$ cat src/u8dec_pkg.sv
// Shared types, constants and the byte classifier for the UTF-8 decoder.
// No dependencies; imported by the front, the back and the top level.
`default_nettype none

package u8dec_pkg;

  // Sequence length codes a lead byte calls for
  localparam logic [2:0] LEN_BAD = 3'd0;
  localparam logic [2:0] LEN_1   = 3'd1;
  localparam logic [2:0] LEN_2   = 3'd2;
  localparam logic [2:0] LEN_3   = 3'd3;
  localparam logic [2:0] LEN_4   = 3'd4;

  // Scalar value limits
  localparam int unsigned CP_W   = 21;
  localparam logic [CP_W-1:0] CP_MAX  = 21'h10FFFF;
  localparam logic [CP_W-1:0] SURR_LO = 21'h00D800;
  localparam logic [CP_W-1:0] SURR_HI = 21'h00DFFF;
  localparam logic [CP_W-1:0] MIN_2   = 21'h000080;
  localparam logic [CP_W-1:0] MIN_3   = 21'h000800;
  localparam logic [CP_W-1:0] MIN_4   = 21'h010000;
  localparam logic [CP_W-1:0] BMP_MAX = 21'h00FFFF;
  localparam logic [CP_W-1:0] LINE_FEED = 21'h00000A;

  // Output field widths and packing
  localparam int unsigned WIDTH_W  = 3;
  localparam int unsigned FIELD_W  = 32;
  localparam int unsigned OUT_DATA_W = CP_W + WIDTH_W + 4 * FIELD_W;

  // Queue between front and back
  localparam int unsigned QUEUE_DEPTH = 4;
  localparam int unsigned QPTR_W = $clog2(QUEUE_DEPTH);
  localparam int unsigned QCNT_W = $clog2(QUEUE_DEPTH + 1);

  // One source byte with its classification
  typedef struct packed {
    logic [7:0] data;
    logic [2:0] need;   // length code when used as a lead
    logic       cont;   // 10xxxxxx continuation byte
  } u8dec_byte_t;

  // One queued request
  typedef struct packed {
    u8dec_byte_t b;
    logic        src_end;
  } u8dec_item_t;

  // Queue head as seen by the back
  typedef struct packed {
    logic        valid;
    u8dec_item_t item;
  } u8dec_head_t;

  function automatic u8dec_byte_t classify(input logic [7:0] b);
    u8dec_byte_t r;
    r.data = b;
    r.cont = (b[7:6] == 2'b10);
    if (b[7] == 1'b0) begin
      r.need = LEN_1;
    end else if ((b & 8'hE0) == 8'hC0) begin
      r.need = LEN_2;
    end else if ((b & 8'hF0) == 8'hE0) begin
      r.need = LEN_3;
    end else if ((b & 8'hF8) == 8'hF0) begin
      r.need = LEN_4;
    end else begin
      r.need = LEN_BAD;
    end
    return r;
  endfunction

endpackage

`default_nettype wire

$ cat src/u8dec_front.sv
// Input side of the UTF-8 decoder: classifies each byte and queues it.
// Depends on u8dec_pkg.
`default_nettype none

module u8dec_front
  import u8dec_pkg::*;
(
  input  wire logic        clk,
  input  wire logic        rst,
  input  wire logic        s_tvalid,
  output      logic        s_tready,
  input  wire logic [7:0]  s_tdata,   // [7:0] data_byte
  input  wire logic        s_tlast,   // end_of_source
  input  wire logic        pop,
  output      u8dec_head_t head
);

  u8dec_item_t            queue [QUEUE_DEPTH];
  logic [QPTR_W-1:0]      wr_ptr;
  logic [QPTR_W-1:0]      rd_ptr;
  logic [QCNT_W-1:0]      count;
  logic                   push;
  logic                   take;

  // Accept while there is room in the queue
  assign s_tready = (count != QCNT_W'(QUEUE_DEPTH));
  assign push     = s_tvalid && s_tready;
  assign take     = pop && (count != '0);

  assign head.valid = (count != '0);
  assign head.item  = queue[rd_ptr];

  // Store the classified request
  always_ff @(posedge clk) begin
    if (push) begin
      queue[wr_ptr] <= '{b: classify(s_tdata), src_end: s_tlast};
    end
  end

  // Advance pointers and fill level
  always_ff @(posedge clk) begin
    if (rst) begin
      wr_ptr <= '0;
      rd_ptr <= '0;
      count  <= '0;
    end else begin
      if (push) wr_ptr <= wr_ptr + 1'b1;
      if (take) rd_ptr <= rd_ptr + 1'b1;
      if (push && !take) begin
        count <= count + 1'b1;
      end else if (take && !push) begin
        count <= count - 1'b1;
      end
    end
  end

endmodule

`default_nettype wire

$ cat src/u8dec_back.sv
// Decode side of the UTF-8 decoder: window of up to four bytes, sequence
// checks, position counters and the output register. Depends on u8dec_pkg.
`default_nettype none

module u8dec_back
  import u8dec_pkg::*;
#(
  parameter int unsigned POSITION_BITS = 32
)(
  input  wire logic                  clk,
  input  wire logic                  rst,
  input  wire u8dec_head_t           head,
  output      logic                  pop,
  output      logic                  m_tvalid,
  input  wire logic                  m_tready,
  output      logic [OUT_DATA_W-1:0] m_tdata,   // code_point, byte_width,
                                                // byte_offset, utf16_index,
                                                // line_number, column_number
  output      logic                  m_tuser,   // valid_res
  output      logic                  m_tlast    // last_of_run
);

  localparam int unsigned P = POSITION_BITS;

  // Byte window
  u8dec_byte_t       win      [4];
  u8dec_byte_t       win_next [4];
  logic [2:0]        n;
  logic              src_end;
  logic              active;

  // Position counters
  logic [P-1:0]      byte_pos;
  logic [P-1:0]      unit_pos;
  logic [P-1:0]      line;
  logic [P-1:0]      column;
  logic [FIELD_W-1:0] byte_pos32, unit_pos32, line32, column32;

  // Output register
  logic              out_valid;
  logic [CP_W-1:0]   out_cp;
  logic              out_ok;
  logic [WIDTH_W-1:0] out_width;
  logic [FIELD_W-1:0] out_offset, out_unit, out_line, out_column;
  logic              out_last;

  // Decode terms
  logic              can_emit, eval, stop, emit, fits, ok, more;
  logic              c2, c3, c4;
  logic [CP_W-1:0]   v2, v3, v4, value, emit_cp;
  logic [2:0]        need, used, n_rem;
  logic [1:0]        units;
  u8dec_byte_t       nxt;

  function automatic logic [P-1:0] sat_add(input logic [P-1:0] a,
                                           input logic [2:0] inc);
    logic [P:0] sum;
    sum = {1'b0, a} + (P+1)'(inc);
    return sum[P] ? {P{1'b1}} : sum[P-1:0];
  endfunction

  // Low 32 bits of the counters, zero-extended for narrow counters
  generate
    if (P >= FIELD_W) begin : g_wide
      assign byte_pos32 = byte_pos[FIELD_W-1:0];
      assign unit_pos32 = unit_pos[FIELD_W-1:0];
      assign line32     = line[FIELD_W-1:0];
      assign column32   = column[FIELD_W-1:0];
    end else begin : g_narrow
      assign byte_pos32 = {{(FIELD_W-P){1'b0}}, byte_pos};
      assign unit_pos32 = {{(FIELD_W-P){1'b0}}, unit_pos};
      assign line32     = {{(FIELD_W-P){1'b0}}, line};
      assign column32   = {{(FIELD_W-P){1'b0}}, column};
    end
  endgenerate

  // Decide the sequence at the window head
  always_comb begin
    can_emit = !out_valid || m_tready;
    eval     = active && can_emit;
    need     = win[0].need;
    fits     = (need <= n);
    stop     = (need >= LEN_2) && !fits && !src_end;

    c2 = win[1].cont;
    c3 = c2 && win[2].cont;
    c4 = c3 && win[3].cont;
    v2 = {10'd0, win[0].data[4:0], win[1].data[5:0]};
    v3 = {5'd0, win[0].data[3:0], win[1].data[5:0], win[2].data[5:0]};
    v4 = {win[0].data[2:0], win[1].data[5:0], win[2].data[5:0], win[3].data[5:0]};

    case (need)
      LEN_1: begin
        ok    = 1'b1;
        value = {13'd0, win[0].data};
      end
      LEN_2: begin
        ok    = fits && c2 && (v2 >= MIN_2);
        value = v2;
      end
      LEN_3: begin
        ok    = fits && c3 && (v3 >= MIN_3) && !((v3 >= SURR_LO) && (v3 <= SURR_HI));
        value = v3;
      end
      LEN_4: begin
        ok    = fits && c4 && (v4 >= MIN_4) && (v4 <= CP_MAX);
        value = v4;
      end
      default: begin
        ok    = 1'b0;
        value = {13'd0, win[0].data};
      end
    endcase

    used    = ok ? need : LEN_1;
    emit_cp = ok ? value : {13'd0, win[0].data};
    units   = (emit_cp > BMP_MAX) ? 2'd2 : 2'd1;
    n_rem   = n - used;
    emit    = eval && !stop;

    // Look ahead: does the rest of the window give another result now
    nxt  = win[used[1:0]];
    more = (n_rem != 3'd0) &&
           !((nxt.need >= LEN_2) && (nxt.need > n_rem) && !src_end);

    pop = !active;
  end

  // Shift out consumed bytes, append a popped byte
  always_comb begin
    for (int i = 0; i < 4; i++) begin
      win_next[i] = win[i];
    end
    if (emit) begin
      for (int i = 0; i < 4; i++) begin
        if ((3'(i) + used) < 3'd4) begin
          win_next[i] = win[2'(3'(i) + used)];
        end
      end
    end else if (pop && head.valid) begin
      win_next[n[1:0]] = head.item.b;
    end
  end

  // Hold window bytes
  always_ff @(posedge clk) begin
    for (int i = 0; i < 4; i++) begin
      win[i] <= win_next[i];
    end
  end

  // Sequence control and position counters
  always_ff @(posedge clk) begin
    if (rst) begin
      n        <= 3'd0;
      src_end  <= 1'b0;
      active   <= 1'b0;
      byte_pos <= '0;
      unit_pos <= '0;
      line     <= P'(1);
      column   <= P'(1);
    end else if (pop && head.valid) begin
      n       <= n + 3'd1;
      src_end <= head.item.src_end;
      active  <= 1'b1;
    end else if (eval) begin
      if (stop) begin
        active <= 1'b0;
      end else begin
        n        <= n_rem;
        active   <= more;
        byte_pos <= sat_add(byte_pos, used);
        unit_pos <= sat_add(unit_pos, {1'b0, units});
        if (emit_cp == LINE_FEED) begin
          line   <= sat_add(line, 3'd1);
          column <= P'(1);
        end else begin
          column <= sat_add(column, {1'b0, units});
        end
      end
    end
  end

  // Output valid
  always_ff @(posedge clk) begin
    if (rst) begin
      out_valid <= 1'b0;
    end else if (emit) begin
      out_valid <= 1'b1;
    end else if (m_tready) begin
      out_valid <= 1'b0;
    end
  end

  // Output payload
  always_ff @(posedge clk) begin
    if (emit) begin
      out_cp     <= emit_cp;
      out_ok     <= ok;
      out_width  <= used;
      out_offset <= byte_pos32;
      out_unit   <= unit_pos32;
      out_line   <= line32;
      out_column <= column32;
      out_last   <= !more;
    end
  end

  assign m_tvalid = out_valid;
  assign m_tdata  = {out_column, out_line, out_unit, out_offset, out_width, out_cp};
  assign m_tuser  = out_ok;
  assign m_tlast  = out_last;

endmodule

`default_nettype wire

$ cat src/utf8_decoder_with_position.sv
// UTF-8 decoder with position tags, top level.
// Slave stream: tdata[7:0] is one source byte, tlast marks the final byte
// of the source; held bytes are then flushed as invalid leads.
// Master stream: one request per decoded sequence. tdata carries the code
// point, byte width, byte offset, UTF-16 index, line and column of the
// sequence start; tuser is 1 for a well-formed sequence; tlast marks the
// final result caused by one input byte. A byte that only completes part of
// a sequence causes no result.
// Flow: an accepted byte enters a four-entry queue; the decoder loads it
// from the queue head while idle and then emits its results one at a time,
// or holds the byte if it only starts or continues a sequence. Loading and
// decoding alternate: the decoder takes no new byte until the results of
// the last one are out.
// Reset clears the queue, the held bytes and the counters (offsets 0, line
// and column 1). When the receiver stalls, the result register holds, the
// decoder waits, and the queue keeps taking bytes until it is full.
// Position counters are POSITION_BITS wide and saturate; outputs show the
// low 32 bits. Depends on u8dec_pkg, u8dec_front and u8dec_back.
`default_nettype none

module utf8_decoder_with_position
  import u8dec_pkg::*;
#(
  parameter int unsigned POSITION_BITS = 32
)(
  input  wire logic                  clk,
  input  wire logic                  rst,
  input  wire logic                  s_tvalid,
  output      logic                  s_tready,
  input  wire logic [7:0]            s_tdata,   // [7:0] data_byte
  input  wire logic                  s_tlast,   // end_of_source
  output      logic                  m_tvalid,
  input  wire logic                  m_tready,
  output      logic [OUT_DATA_W-1:0] m_tdata,   // [20:0] code_point,
                                                // [23:21] byte_width,
                                                // [55:24] byte_offset,
                                                // [87:56] utf16_index,
                                                // [119:88] line_number,
                                                // [151:120] column_number
  output      logic                  m_tuser,   // valid_res
  output      logic                  m_tlast    // last_of_run
);

  u8dec_head_t head;
  logic        pop;

  u8dec_front u_front (
    .clk      (clk),
    .rst      (rst),
    .s_tvalid (s_tvalid),
    .s_tready (s_tready),
    .s_tdata  (s_tdata),
    .s_tlast  (s_tlast),
    .pop      (pop),
    .head     (head)
  );

  u8dec_back #(
    .POSITION_BITS (POSITION_BITS)
  ) u_back (
    .clk      (clk),
    .rst      (rst),
    .head     (head),
    .pop      (pop),
    .m_tvalid (m_tvalid),
    .m_tready (m_tready),
    .m_tdata  (m_tdata),
    .m_tuser  (m_tuser),
    .m_tlast  (m_tlast)
  );

endmodule

`default_nettype wire
$ cat config.mk
export PLATFORM = sky130hd
export DESIGN_NAME = utf8_decoder_with_position
export DESIGN_NICKNAME = d
export VERILOG_FILES = /design/src/u8dec_pkg.sv /design/src/u8dec_front.sv /design/src/u8dec_back.sv /design/src/utf8_decoder_with_position.sv
export SDC_FILE = /design/constraint.sdc
export NUM_CORES = 1
export LEC_CHECK = 0
export BUFFER_PORTS_ARGS = -buffer_cell sky130_fd_sc_hd__clkbuf_2
export CORE_MARGIN = 3
export CORE_UTILIZATION = 57
export CTS_CLUSTER_SIZE = 24
export DETAILED_ROUTE_END_ITERATION = 8
export PLACE_DENSITY = 0.82
export SLEW_MARGIN = 15
export SYNTH_ARGS = -nofsm -noshare
export SYNTH_HDL_FRONTEND = slang
export SYNTH_SLANG_ARGS = --single-unit
export TNS_END_PERCENT = 50
$ cat constraint.sdc
create_clock -name clk -period 10.8 [get_ports clk]
set_input_delay 1.62 -clock clk [delete_from_list [all_inputs] [get_ports clk]]
set_output_delay 1.62 -clock clk [all_outputs]
set_load 0.01 [all_outputs]
==> results_dict.tcl <==
set metrics [dict create \
    antenna_found_initial 0 \
    timing.rr.start "u_back.win[0][1]$_DFFE_PP_" \
    worstPathRequired_ns 11.24 \
    placementRows 64 \
    p_per_area_nw_per_um2 267 \
    die_area_um2 34000 \
    setup_viol 0 \
    fin_setup_tns_ns 0 \
    wl_per_cell_um 19.9 \
    hold_viol 0 \
    relSlewSlack_pct 22.4 \
    leakage_nw 7.30 \
    async_flop_share_pct 0 \
    crit_arrival_ns 6.63 \
    insertion_delay_ns 0.54 \
    routabilityCongestion 0.892 \
    routed_wl_um 43600 \
    drt_iter0_markers 1939 \
    reg2regPathDepth 15 \
    avgSynthCellArea_um2 11.0 \
    start_util_pct 58.6 \
    dp_hpwl_um 27700 \
    startpoint_type "register" \
    cts_hold_buf 0 \
    synth_common_cells "edfxtp_1 (254), dfxtp_1 (143), nor2_1 (139)" \
    antennaDiodeCount 0 \
    drtAntennaViolNets 0 \
    critPathKind "reg2reg" \
    yosysTopAreaCellShare_pct 42.0 \
    cts_buffer_depth 3 \
    yosysTopAreaCell "edfxtp_1" \
    cts-root-buf "clkbuf_16" \
    grt_pass1_wl_um 68500 \
    synthFlopType "edfxtp_1" \
    crit_path_end_kind "register" \
    layout-drive-gt1-share_pct 16.0 \
    layout_setup_ws_ns 4.62 \
    area_growth_syn_to_layout_pct 13.2 \
    drcViolationCount 0 \
    syn_inst 1647 \
    overflow 0 \
    die_h_um 185 \
    fin_crit_ns 6.18 \
    peakVddDrop_v 0.000171 \
    yosysMostFrequentCell "edfxtp_1" \
    rrSetupSlack_ns 4.62 \
    cts_buffers 40 \
    cap_violations 0 \
    dp_slack_ns 4.69 \
    clock_sinks 397 \
    synth_top_cells_by_area "edfxtp_1 (42%), dfxtp_1 (16%), a21oi_1 (3.8%)" \
    hold_class "reg2reg" \
    worst_pin_slew_ns 1.16 \
    yosysUniqueCellTypes 74 \
    syn_area_um2 18200 \
    fp.dieW_um 185 \
    grt_usage_pct 24.8 \
    regToRegEndpoint "u_back.byte_pos[15]$_SDFFE_PP0P_" \
    fmax_mhz 162 \
    cts_resized 0 \
    clk_pin_slew_ns 0.06 \
    drt-pass1-iter-count 6 \
    hold_path_end "u_back.out_column[26]$_DFFE_PP_" \
    grt_max_degree 99 \
    outcome "complete, no violations" \
    synth_edf_count 254 \
    boundaryPins 169 \
    critPathMaxFanout 59 \
    drv_slew 0 \
    final_nets 1811 \
    fin_skew_ns 0.0174 \
    ys_seq_area_share_pct 57.8 \
    via_per_inst 6.35 \
    rsz0062_at_grt "false" \
    min_path_cells 0 \
    cts_setup_buffers 0 \
    vias 13937 \
    yosysWarnings 0 \
    first_global_vias 12979 \
    syn_nets 1692 \
    synth-seq-cells 397 \
    finalCritPeriodShare_pct 57.3 \
    min_from "u_back.column[26]$_SDFFE_PP0P_" \
    cts_tree "done" \
    coreArea_um2 31000 \
    place.port_buffers 168 \
    htree_levels 2 \
]
==> cells in the final DEF, fill, tap and decap left out, types with 26 or more instances in the layout <==
| master | synthesis | final |
|---|---|---|
| ha_1 | 27 | 27 |
| nand3_1 | 96 | 95 |
| xor2_1 | 33 | 33 |
| clkbuf_16 | 0 | 42 |
| a211oi_1 | 41 | 41 |
| dfxtp_1 | 143 | 143 |
| and3_1 | 44 | 44 |
| o31ai_1 | 43 | 43 |
| xnor2_1 | 47 | 47 |
| nand2_1 | 96 | 96 |
| nor2_1 | 139 | 139 |
| a21oi_1 | 138 | 137 |
| o21ai_0 | 50 | 49 |
| nor4_1 | 26 | 26 |
| edfxtp_1 | 254 | 254 |
| inv_1 | 63 | 62 |
| nor3_1 | 55 | 55 |
| clkbuf_2 | 0 | 167 |
==> report_power, final <==
part / internal (W) / leakage (nW) / total (W) / switching, W
logic: 0.000570 / 3.08 / 0.00172 / 0.00115
registers: 0.00209 / 3.55 / 0.00234 / 0.000249
clock network: 0.000858 / 0.672 / 0.00144 / 0.000579
total: 0.00352 / 7.30 / 0.00549 / 0.00198
==> worst max-delay path, cell delays in order (launching register included) <==
cell      delay, ns
edfxtp_1       0.33
buf_4          0.52
inv_1          0.71
ha_1           0.54
nand3_1        0.09
o21a_1         0.18
a211oi_1       0.66
nand2_1        0.15
buf_4          0.29
fa_1           0.49
nor2b_1        0.13
o21ai_0        0.14
a311o_1        0.41
nor3_1         0.42
nand2_1        0.62
a21oi_1        0.31
==> cells by family after synthesis <==
family,after synthesis,synth area share [%]
xor+xnor,80,3.86
mux,35,2.94
fa+ha+maj,32,2.41
compound gates,371,13.2
buf+inv,167,3.82
simple gates,565,16.0
flops,397,57.8
==> worst max path at each step <==
stage,to,startpoint,slack [ns],depth (start not counted)
detailed placement,u_back.column[14]$_SDFFE_PP0P_,u_back.win[0][1]$_DFFE_PP_,4.69,17
global placement,u_back.column[14]$_SDFFE_PP0P_,u_back.win[0][1]$_DFFE_PP_,4.95,17
floorplan,u_back.win[2][2]$_DFFE_PP_,u_back.win[0][1]$_DFFE_PP_,3.06,15
global route,u_back.byte_pos[19]$_SDFFE_PP0P_,u_back.win[0][1]$_DFFE_PP_,4.27,15
finish,u_back.byte_pos[15]$_SDFFE_PP0P_,u_back.win[0][1]$_DFFE_PP_,4.62,15
CTS,u_back.column[14]$_SDFFE_PP0P_,u_back.win[0][1]$_DFFE_PP_,4.64,17
==> through the flow <==
| stage | hold WS (ns) | instances | total power (W) | cell area, µm² | utilization, % |
|---|---|---|---|---|---|
| 6_report | 0.453 | 2194 | 0.00549 | 20600 | 66.3 |
| 5_1_grt | 0.474 | 2194 | 0.00575 | 20600 | 66.3 |
| 4_1_cts | 0.458 | 2194 | 0.00548 | 20600 | 66.3 |
| 3_5_place_dp | 0.445 | 2120 | 0.00404 | 19200 | 61.9 |
| 3_3_place_gp | 0.443 | 2120 | 0.00397 | 19200 | 61.9 |
| 2_1_floorplan | 0.403 | 1647 | 0.00350 | 18200 | - |
==> final cells by class <==
cell class	instances	area [µm²]
inverters	63	241
repair buffers	181	941
clock inverters	22	259
flip-flops and latches	397	10500
clock buffers	52	1120
fillers	2236	10400
well taps	396	495
multi-input cells	1083	7010
==> metal layers <==
metal | vias to the layer above | GRT usage (%) | wire length, µm
li1 | 6403 | - | -
met1 | 6710 | 34.2 | 17800
met2 | 721 | 40.8 | 20900
met3 | 103 | 4.09 | 3860
met4 | 0 | 7.32 | 1130
met5 | - | 0 | 0
==> state kept, by name, summed over array words and instances (netlist names), 21 cells and up, named ones only <==
| register | flops |
|---|---|
| u_front.queue | 52 |
| u_back.out_unit | 32 |
| u_back.column | 32 |
| u_back.win | 48 |
| u_back.line | 32 |
| u_back.out_offset | 32 |
| u_back.out_line | 32 |
| u_back.unit_pos | 32 |
| u_back.out_column | 32 |
| u_back.out_cp | 21 |
| u_back.byte_pos | 32 |
(Power assumes the default switching activity.)
